File: config.mk
export PLATFORM = sky130hd
export DESIGN_NAME = ext2_block_index_mapper_top_flat
export DESIGN_NICKNAME = d
export VERILOG_FILES = /design/src/rtl/core/ebim_pkg.sv /design/src/rtl/core/ebim_stream_if.sv /design/src/rtl/core/ext2_block_index_mapper_top.sv /design/src/flat_wrapper.sv
export SDC_FILE = /design/constraint.sdc
export NUM_CORES = 1
export LEC_CHECK = 0
export BUFFER_PORTS_ARGS = -buffer_cell sky130_fd_sc_hd__buf_2
export CELL_PAD_IN_SITES_DETAIL_PLACEMENT = 1
export CELL_PAD_IN_SITES_GLOBAL_PLACEMENT = 1
export CORE_MARGIN = 2
export CORE_UTILIZATION = 48
export CTS_CLUSTER_DIAMETER = 200
export DETAILED_ROUTE_END_ITERATION = 12
export GPL_ROUTABILITY_DRIVEN = 0
export PLACE_DENSITY_LB_ADDON = 0.1
export SLEW_MARGIN = 20
export SYNTH_ARGS = -nofsm -noshare
export SYNTH_HDL_FRONTEND = slang
export SYNTH_SLANG_ARGS = --single-unit
export TNS_END_PERCENT = 5
File: constraint.sdc
create_clock -name clk -period 7.75 [get_ports clk]
set_clock_uncertainty 0.1 [all_clocks]
set_input_delay 0.775 -clock clk [delete_from_list [all_inputs] [get_ports clk]]
set_output_delay 0.775 -clock clk [all_outputs]
set_load 0.02 [all_outputs]
File: src/rtl/core/ebim_pkg.sv
`default_nettype none

package ebim_pkg;

  // Operation codes carried in each input transaction.
  localparam logic OP_SEEK    = 1'b0;
  localparam logic OP_ADVANCE = 1'b1;

  // Indirection depth codes.
  localparam logic [1:0] DEPTH_DIRECT = 2'd0;
  localparam logic [1:0] DEPTH_SINGLE = 2'd1;
  localparam logic [1:0] DEPTH_DOUBLE = 2'd2;
  localparam logic [1:0] DEPTH_TRIPLE = 2'd3;

  // Fixed field widths.
  localparam int POS_W   = 36;
  localparam int SLOT_W  = 4;
  localparam int INDEX_W = 8;

  typedef struct packed {
    logic             operation;
    logic [POS_W-1:0] byte_offset;
  } in_item_t;

  typedef struct packed {
    logic [1:0]         depth;
    logic [SLOT_W-1:0]  inode_slot;
    logic [INDEX_W-1:0] level1_index;
    logic [INDEX_W-1:0] level2_index;
    logic [INDEX_W-1:0] level3_index;
    logic [POS_W-1:0]   block_position;
    logic               out_of_range;
  } out_item_t;

endpackage

`default_nettype wire

File: src/rtl/core/ebim_stream_if.sv
`default_nettype none

interface ebim_stream_if #(
  parameter type payload_t = logic
) ();

  logic     valid;
  logic     ready;
  payload_t payload;

  modport source (output valid, output payload, input ready);
  modport sink   (input valid, input payload, output ready);

endinterface

`default_nettype wire

File: src/rtl/core/ext2_block_index_mapper_top.sv
`default_nettype none

// Channel  Role    Payload     Contents
// req      sink    in_item_t   operation (seek / advance), byte_offset
// rsp      source  out_item_t  depth, inode_slot, level indices, block_position, out_of_range
//
// One transaction is accepted per cycle while req.ready is high; each gives one result
// through the input register, then the mapping logic into the result register.
// The path state is updated by the same edge that loads the result register,
// so consecutive transactions see each other's effects with no gap.
// A stalled rsp holds the result register; req keeps flowing while the input
// register is empty or moving. Reset (rst, synchronous) clears the path to
// direct slot 0 at position 0 and drops both valid flags.

module ext2_block_index_mapper_top #(
  parameter int BLOCK_BYTES_LOG2 = 10,
  parameter int ENTRIES_LOG2     = 8,
  parameter int DIRECT_SLOTS     = 12
) (
  input wire logic     clk,
  input wire logic     rst,
  ebim_stream_if.sink   req,
  ebim_stream_if.source rsp
);

  import ebim_pkg::*;

  localparam int B     = BLOCK_BYTES_LOG2;
  localparam int E     = ENTRIES_LOG2;
  localparam int LIM_W = B + 3 * E + 2;

  // Region limits of the byte offset space.
  localparam logic [LIM_W-1:0] DIRECT_LIM = LIM_W'(DIRECT_SLOTS) << B;
  localparam logic [LIM_W-1:0] SINGLE_LIM = DIRECT_LIM + (LIM_W'(1) << (B + E));
  localparam logic [LIM_W-1:0] DOUBLE_LIM = SINGLE_LIM + (LIM_W'(1) << (B + 2 * E));
  localparam logic [LIM_W-1:0] TRIPLE_LIM = DOUBLE_LIM + (LIM_W'(1) << (B + 3 * E));

  localparam logic [POS_W-1:0]  BLOCK_STEP = POS_W'(1) << B;
  localparam logic [POS_W-1:0]  ALIGN_MASK = ~(BLOCK_STEP - POS_W'(1));
  localparam logic [E-1:0]      IDX_MAX    = '1;
  localparam logic [SLOT_W-1:0] FIRST_IND  = SLOT_W'(DIRECT_SLOTS);
  localparam logic [SLOT_W-1:0] LAST_DIR   = SLOT_W'(DIRECT_SLOTS - 1);

  // Input register.
  logic     s1_valid;
  in_item_t s1_item;

  // Result register.
  logic      res_valid;
  out_item_t res;

  // Path state.
  logic [1:0]        cur_depth;
  logic [SLOT_W-1:0] slot_index;
  logic [E-1:0]      idx0;
  logic [E-1:0]      idx1;
  logic [E-1:0]      idx2;
  logic [POS_W-1:0]  cur_position;

  logic [1:0]        cur_depth_next;
  logic [SLOT_W-1:0] slot_index_next;
  logic [E-1:0]      idx0_next;
  logic [E-1:0]      idx1_next;
  logic [E-1:0]      idx2_next;
  logic [POS_W-1:0]  cur_position_next;
  logic              refused;

  logic out_adv;
  logic in_ready;

  logic [LIM_W-1:0] off_ext;
  logic [LIM_W-1:0] rem_single;
  logic [LIM_W-1:0] rem_double;
  logic [LIM_W-1:0] rem_triple;
  logic [E-1:0]     inc0;
  logic [E-1:0]     inc1;
  logic [E-1:0]     inc2;
  logic             m0;
  logic             m1;
  logic             m2;
  logic             all_max;

  assign out_adv  = !res_valid || rsp.ready;
  assign in_ready = !s1_valid || out_adv;

  assign req.ready   = in_ready;
  assign rsp.valid   = res_valid;
  assign rsp.payload = res;

  // Offset remainders inside each indirect region.
  assign off_ext    = LIM_W'(s1_item.byte_offset);
  assign rem_single = off_ext - SINGLE_LIM + (SINGLE_LIM - DIRECT_LIM);
  assign rem_double = off_ext - SINGLE_LIM;
  assign rem_triple = off_ext - DOUBLE_LIM;

  // Carry chain terms for advance.
  assign inc0 = idx0 + E'(1);
  assign inc1 = idx1 + E'(1);
  assign inc2 = idx2 + E'(1);
  assign m0   = (idx0 == IDX_MAX);
  assign m1   = (idx1 == IDX_MAX);
  assign m2   = (idx2 == IDX_MAX);

  always_comb begin
    unique case (cur_depth)
      DEPTH_SINGLE: all_max = m0;
      DEPTH_DOUBLE: all_max = m0 && m1;
      DEPTH_TRIPLE: all_max = m0 && m1 && m2;
      default:      all_max = 1'b0;
    endcase
  end

  // Next path state for the item in the input register.
  always_comb begin
    cur_depth_next    = cur_depth;
    slot_index_next   = slot_index;
    idx0_next         = idx0;
    idx1_next         = idx1;
    idx2_next         = idx2;
    cur_position_next = cur_position;
    refused           = 1'b0;

    if (s1_item.operation == OP_SEEK) begin
      priority if (off_ext >= TRIPLE_LIM) begin
        refused = 1'b1;
      end else if (off_ext < DIRECT_LIM) begin
        cur_depth_next  = DEPTH_DIRECT;
        slot_index_next = off_ext[B +: SLOT_W];
        idx0_next       = '0;
        idx1_next       = '0;
        idx2_next       = '0;
      end else if (off_ext < SINGLE_LIM) begin
        cur_depth_next  = DEPTH_SINGLE;
        slot_index_next = FIRST_IND;
        idx0_next       = rem_single[B +: E];
        idx1_next       = '0;
        idx2_next       = '0;
      end else if (off_ext < DOUBLE_LIM) begin
        cur_depth_next  = DEPTH_DOUBLE;
        slot_index_next = FIRST_IND + SLOT_W'(1);
        idx0_next       = rem_double[B + E +: E];
        idx1_next       = rem_double[B +: E];
        idx2_next       = '0;
      end else begin
        cur_depth_next  = DEPTH_TRIPLE;
        slot_index_next = FIRST_IND + SLOT_W'(2);
        idx0_next       = rem_triple[B + 2 * E +: E];
        idx1_next       = rem_triple[B + E +: E];
        idx2_next       = rem_triple[B +: E];
      end
      if (!refused) begin
        cur_position_next = s1_item.byte_offset & ALIGN_MASK;
      end
    end else begin
      // Advance: step the deepest in-use index and ripple the carry upward.
      unique case (cur_depth)
        DEPTH_DIRECT: begin
          if (slot_index >= LAST_DIR) begin
            cur_depth_next  = DEPTH_SINGLE;
            slot_index_next = FIRST_IND;
            idx0_next       = '0;
            idx1_next       = '0;
            idx2_next       = '0;
          end else begin
            slot_index_next = slot_index + SLOT_W'(1);
          end
        end
        DEPTH_SINGLE: begin
          idx0_next = m0 ? '0 : inc0;
        end
        DEPTH_DOUBLE: begin
          idx1_next = m1 ? '0 : inc1;
          idx0_next = m1 ? (m0 ? '0 : inc0) : idx0;
        end
        default: begin
          idx2_next = m2 ? '0 : inc2;
          idx1_next = m2 ? (m1 ? '0 : inc1) : idx1;
          idx0_next = (m2 && m1) ? (m0 ? '0 : inc0) : idx0;
        end
      endcase

      // A used-up level moves into the next depth, or is refused at triple.
      if (all_max) begin
        if (cur_depth == DEPTH_TRIPLE) begin
          refused   = 1'b1;
          idx0_next = idx0;
          idx1_next = idx1;
          idx2_next = idx2;
        end else begin
          cur_depth_next  = cur_depth + 2'd1;
          slot_index_next = slot_index + SLOT_W'(1);
          idx0_next       = '0;
          idx1_next       = '0;
          idx2_next       = '0;
        end
      end

      if (!refused) begin
        cur_position_next = cur_position + BLOCK_STEP;
      end
    end
  end

  // Input register.
  always_ff @(posedge clk) begin
    if (rst) begin
      s1_valid <= 1'b0;
    end else if (in_ready) begin
      s1_valid <= req.valid;
    end
    if (in_ready && req.valid) begin
      s1_item <= req.payload;
    end
  end

  // Result register and path state update.
  always_ff @(posedge clk) begin
    if (rst) begin
      res_valid    <= 1'b0;
      cur_depth    <= DEPTH_DIRECT;
      slot_index   <= '0;
      idx0         <= '0;
      idx1         <= '0;
      idx2         <= '0;
      cur_position <= '0;
    end else if (out_adv) begin
      res_valid <= s1_valid;
      if (s1_valid) begin
        cur_depth    <= cur_depth_next;
        slot_index   <= slot_index_next;
        idx0         <= idx0_next;
        idx1         <= idx1_next;
        idx2         <= idx2_next;
        cur_position <= cur_position_next;
      end
    end
    if (out_adv && s1_valid) begin
      res.depth          <= cur_depth_next;
      res.inode_slot     <= slot_index_next;
      res.level1_index   <= idx0_next[INDEX_W-1:0];
      res.level2_index   <= idx1_next[INDEX_W-1:0];
      res.level3_index   <= idx2_next[INDEX_W-1:0];
      res.block_position <= cur_position_next;
      res.out_of_range   <= refused;
    end
  end

endmodule

`default_nettype wire

File: src/flat_wrapper.sv
// flat-port wrapper written by rule: the top's interface ports become plain ports
module ext2_block_index_mapper_top_flat import ebim_pkg::*;
#(
  parameter int BLOCK_BYTES_LOG2 = 10,
  parameter int ENTRIES_LOG2     = 8,
  parameter int DIRECT_SLOTS     = 12
)
  (clk, rst, req_valid, req_payload, req_ready, rsp_valid, rsp_payload, rsp_ready);
  ebim_stream_if #(.payload_t(in_item_t)) req_i ();
  ebim_stream_if #(.payload_t(out_item_t)) rsp_i ();
  input wire logic clk;
  input wire logic rst;
  input wire logic [$bits(req_i.valid)-1:0] req_valid;
  input wire logic [$bits(req_i.payload)-1:0] req_payload;
  output wire logic [$bits(req_i.ready)-1:0] req_ready;
  output wire logic [$bits(rsp_i.valid)-1:0] rsp_valid;
  output wire logic [$bits(rsp_i.payload)-1:0] rsp_payload;
  input wire logic [$bits(rsp_i.ready)-1:0] rsp_ready;
  assign req_i.valid = req_valid;
  assign req_i.payload = req_payload;
  assign req_ready = req_i.ready;
  assign rsp_valid = rsp_i.valid;
  assign rsp_payload = rsp_i.payload;
  assign rsp_i.ready = rsp_ready;
  ext2_block_index_mapper_top #(.BLOCK_BYTES_LOG2(BLOCK_BYTES_LOG2), .ENTRIES_LOG2(ENTRIES_LOG2), .DIRECT_SLOTS(DIRECT_SLOTS)) u_core (.clk(clk), .rst(rst), .req(req_i), .rsp(rsp_i));
endmodule
==> flow_metrics.env <==
export IMPL_rsz0062_at_grt="false"
export IMPL_cts_sinks=162
export IMPL_wl_mm=27.98
export IMPL_total_power_uw=2122
export IMPL_hold_violations=0
export IMPL_via_per_inst=6.428
export IMPL_synthArstFlopShare=0
export IMPL_drive_above_1_share=0.1753
export IMPL_yosys_top_cells_area="edfxtp_1 (32%), dfxtp_1 (16%), o21ai_0 (4.8%), nand2_1 (4.0%), nor2_1 (3.3%)"
export IMPL_crit_slowest_cell="ha_1"
export IMPL_cts_resized_gates=0
export IMPL_coreArea_sq_mm=0.01784
export IMPL_endpoint="u_core.rsp.payload[21]"
export IMPL_wl_per_cell_microns=22.38
export IMPL_max_stage_delay_ns=0.59
export IMPL_finalSetupTns_ns=0
export IMPL_hold_buffers=0
export IMPL_hp_class="reg2reg"
export IMPL_cts_buffer_depth=2
export IMPL_firstDrtPassIters=5
export IMPL_antenna_found_initial=0
export IMPL_synth_cells=932
export IMPL_ys_flop_type="edfxtp_1"
export IMPL_crit_chain="ha_1 -> nand4_1 -> o21ai_1 -> a31oi_1 -> nand2_1 -> nor2_1 -> a31oi_1 -> a21boi_0"
export IMPL_numCtsBuffers=17
export IMPL_synth_area_sq_mm=0.008696
export IMPL_reg2reg_from="u_core.cur_depth[0]"
export IMPL_clk_pin_slew_ns=0.07
export IMPL_stdcell_count=1250
export IMPL_drc=0
export IMPL_synth_edf_count=94
export IMPL_io_buffer_count=99
export IMPL_yosysMostFrequentCell="edfxtp_1"
export IMPL_critical_path_arrival_ns=3.63
export IMPL_grt_pass1_wl_mm=44.30
export IMPL_start_util=0.4874
export IMPL_ys_ff_latch=162
export IMPL_dp_cells=1218
export IMPL_critical_path_class="reg2reg"
export IMPL_ant_nets=0
export IMPL_tightest_slew_ns=0.9746
export IMPL_crit_top_cell="a31oi_1"
export IMPL_filler_cell_count=2073
export IMPL_finalSetupViolCount=0
export IMPL_cp_end_kind="flop"
export IMPL_cp_top_family="compound AO/OA/AOI/OAI gates"
export IMPL_grt_pass1_vias=7972
export IMPL_syn_area_per_cell_sq_um=9.330
export IMPL_relSlewSlack=0.3503
export IMPL_synth_warnings=0
export IMPL_leakagePower_uw=0.003485
export IMPL_fin_nets=1061
export IMPL_cts_root_buf="clkbuf_16"
export IMPL_worstPathMaxFanout=15
export IMPL_slew_violations=0
export IMPL_die_area_sq_mm=0.01921
export IMPL_postCtsSetupRepairBufs=0
export IMPL_hpwl_mm=19.67
export IMPL_pwr_density_cell_mw_per_mm2=213.7
export IMPL_placementRows=49
export IMPL_hold_ws_ns=0.3545
export IMPL_grt_overflow=0
export IMPL_r2r_end="u_core.rsp.payload[21]"
export IMPL_ir_worst_vdd_uv=256.0
export IMPL_drtIter0Drc=691
export IMPL_critPathLaunchType="flop"
export IMPL_synth_cell_types=83
export IMPL_diodes=0
export IMPL_synth_top_cell_area_share=0.3246
export IMPL_status="finished, final reports clean"
export IMPL_fmax_mhz=281.7
export IMPL_crit_path_start="u_core.cur_depth[0]"
export IMPL_min_period_over_period=0.4580
export IMPL_reg2reg_setup_slack_ns=4.20
export IMPL_crit_buf_inv=0
export IMPL_period_needed_ns=3.549
export IMPL_crit_required_ns=7.83
export IMPL_area_growth_syn_to_layout_pct=14.19
export IMPL_insertion_delay_ns=0.43
export IMPL_tritoncts="yes"
export IMPL_vias=8035
export IMPL_dieWidth_microns=138.6
export IMPL_max_cap_violations=0
export IMPL_grt_max_degree=90
export IMPL_htreeDepth=4
export IMPL_yosys_area_top_type="edfxtp_1"
export IMPL_synth_fp_nets=985
export IMPL_ys_top_cells_by_count="edfxtp_1 (94), nand2_1 (93), o21ai_0 (83), nor2_1 (76), dfxtp_1 (68)"
export IMPL_ys_seq_area_frac=0.4812
export IMPL_cp_num_cells=8
export IMPL_grt_util_all_layers=0.2906
export IMPL_r2r_worst_path_cells=8
export IMPL_fp_dieH_microns=138.6
export IMPL_io_pins=110
-- layout make-up --
| class | count | area, sq um | share of cell area |
|---|---|---|---|
| Inverter | 22 | 85.08 | 0.008569 |
| Clock buffer | 18 | 429.2 | 0.04322 |
| Timing Repair Buffer | 108 | 563.0 | 0.05670 |
| Sequential cell | 162 | 4184 | 0.4214 |
| Tap cell | 229 | 286.5 | 0.02886 |
| Multi-Input combinational cell | 697 | 4214 | 0.4244 |
| Clock inverter | 14 | 167.7 | 0.01689 |
-- how the worst min path moves through the flow --
| stage | start | to | slack [ns] | depth (start not counted) |
|---|---|---|---|---|
| after floorplan | u_core.cur_position[0] | u_core.cur_position[0] | 0.32 | 1 |
| after global placement | u_core.cur_position[3] | u_core.cur_position[3] | 0.33 | 1 |
| after detailed placement | u_core.cur_position[7] | u_core.cur_position[7] | 0.34 | 1 |
| after CTS | u_core.cur_position[6] | u_core.cur_position[6] | 0.36 | 1 |
| after global routing | u_core.cur_position[0] | u_core.cur_position[0] | 0.39 | 1 |
| final | u_core.cur_position[6] | u_core.cur_position[6] | 0.35 | 1 |
-- sequential cells by signal, summed over array words and instances, names as in the netlist --
signal / cells
u_core.idx2: 8
u_core.s1_valid: 1
u_core.cur_position: 36
u_core.s1_item: 1
u_core.rsp.payload: 67
u_core.idx0: 8
u_core.rsp.valid: 1
u_core.idx1: 8
u_core.slot_index: 4
u_core.cur_depth: 2
u_core.off_ext: 26
-- per-stage QoR --
step	utilization	cell area [sq um]	setup WS (ns)
floorplan	-	8696	3.791
CTS	0.5565	9928	4.291
finish	0.5566	9930	4.201
global route	0.5566	9930	3.962
detailed placement	0.5230	9331	4.068
global placement	0.5230	9331	4.146
-- power breakdown --
part	switching [uW]	total, uW	leakage, uW	internal (uW)
Combinational	169	251	0.00176	81.4
Sequential	44.9	1000	0.00145	958
Clock	382	868	0.000280	486
Total	596	2120	0.00349	1530
-- cells in the final DEF, fill, tap and decap left out, drive strengths merged, types with 16 or more instances in the layout --
cell	instances
clkbuf	18
nand4	18
a31oi	35
nand3	37
and3	16
nor2	77
dfxtp	68
edfxtp	94
nand2	94
and2	26
a21oi	51
nor3	27
o22ai	16
buf	108
o21ai	88
inv	29
nor4	16
-- kinds of logic after synthesis --
logic type / synth area share
xor gates and xnor gates: 0.02115
DFF: 0.4812
AOI/OAI and AO/OA: 0.2350
and+or+nand+nor: 0.2062
buffers and inverters: 0.03439
muxes: 0.004892
adders and majority gates: 0.01727
-- per-layer routing --
metal / up-vias / GRT usage / wire (microns)
met5: - / 0 / 0
met4: 0 / 0.08700 / 553
met3: 50 / 0.05387 / 1878
met2: 310 / 0.4617 / 13020
met1: 3964 / 0.4076 / 12530
li1: 3711 / - / -
Power figures use the tool's default switching activity.
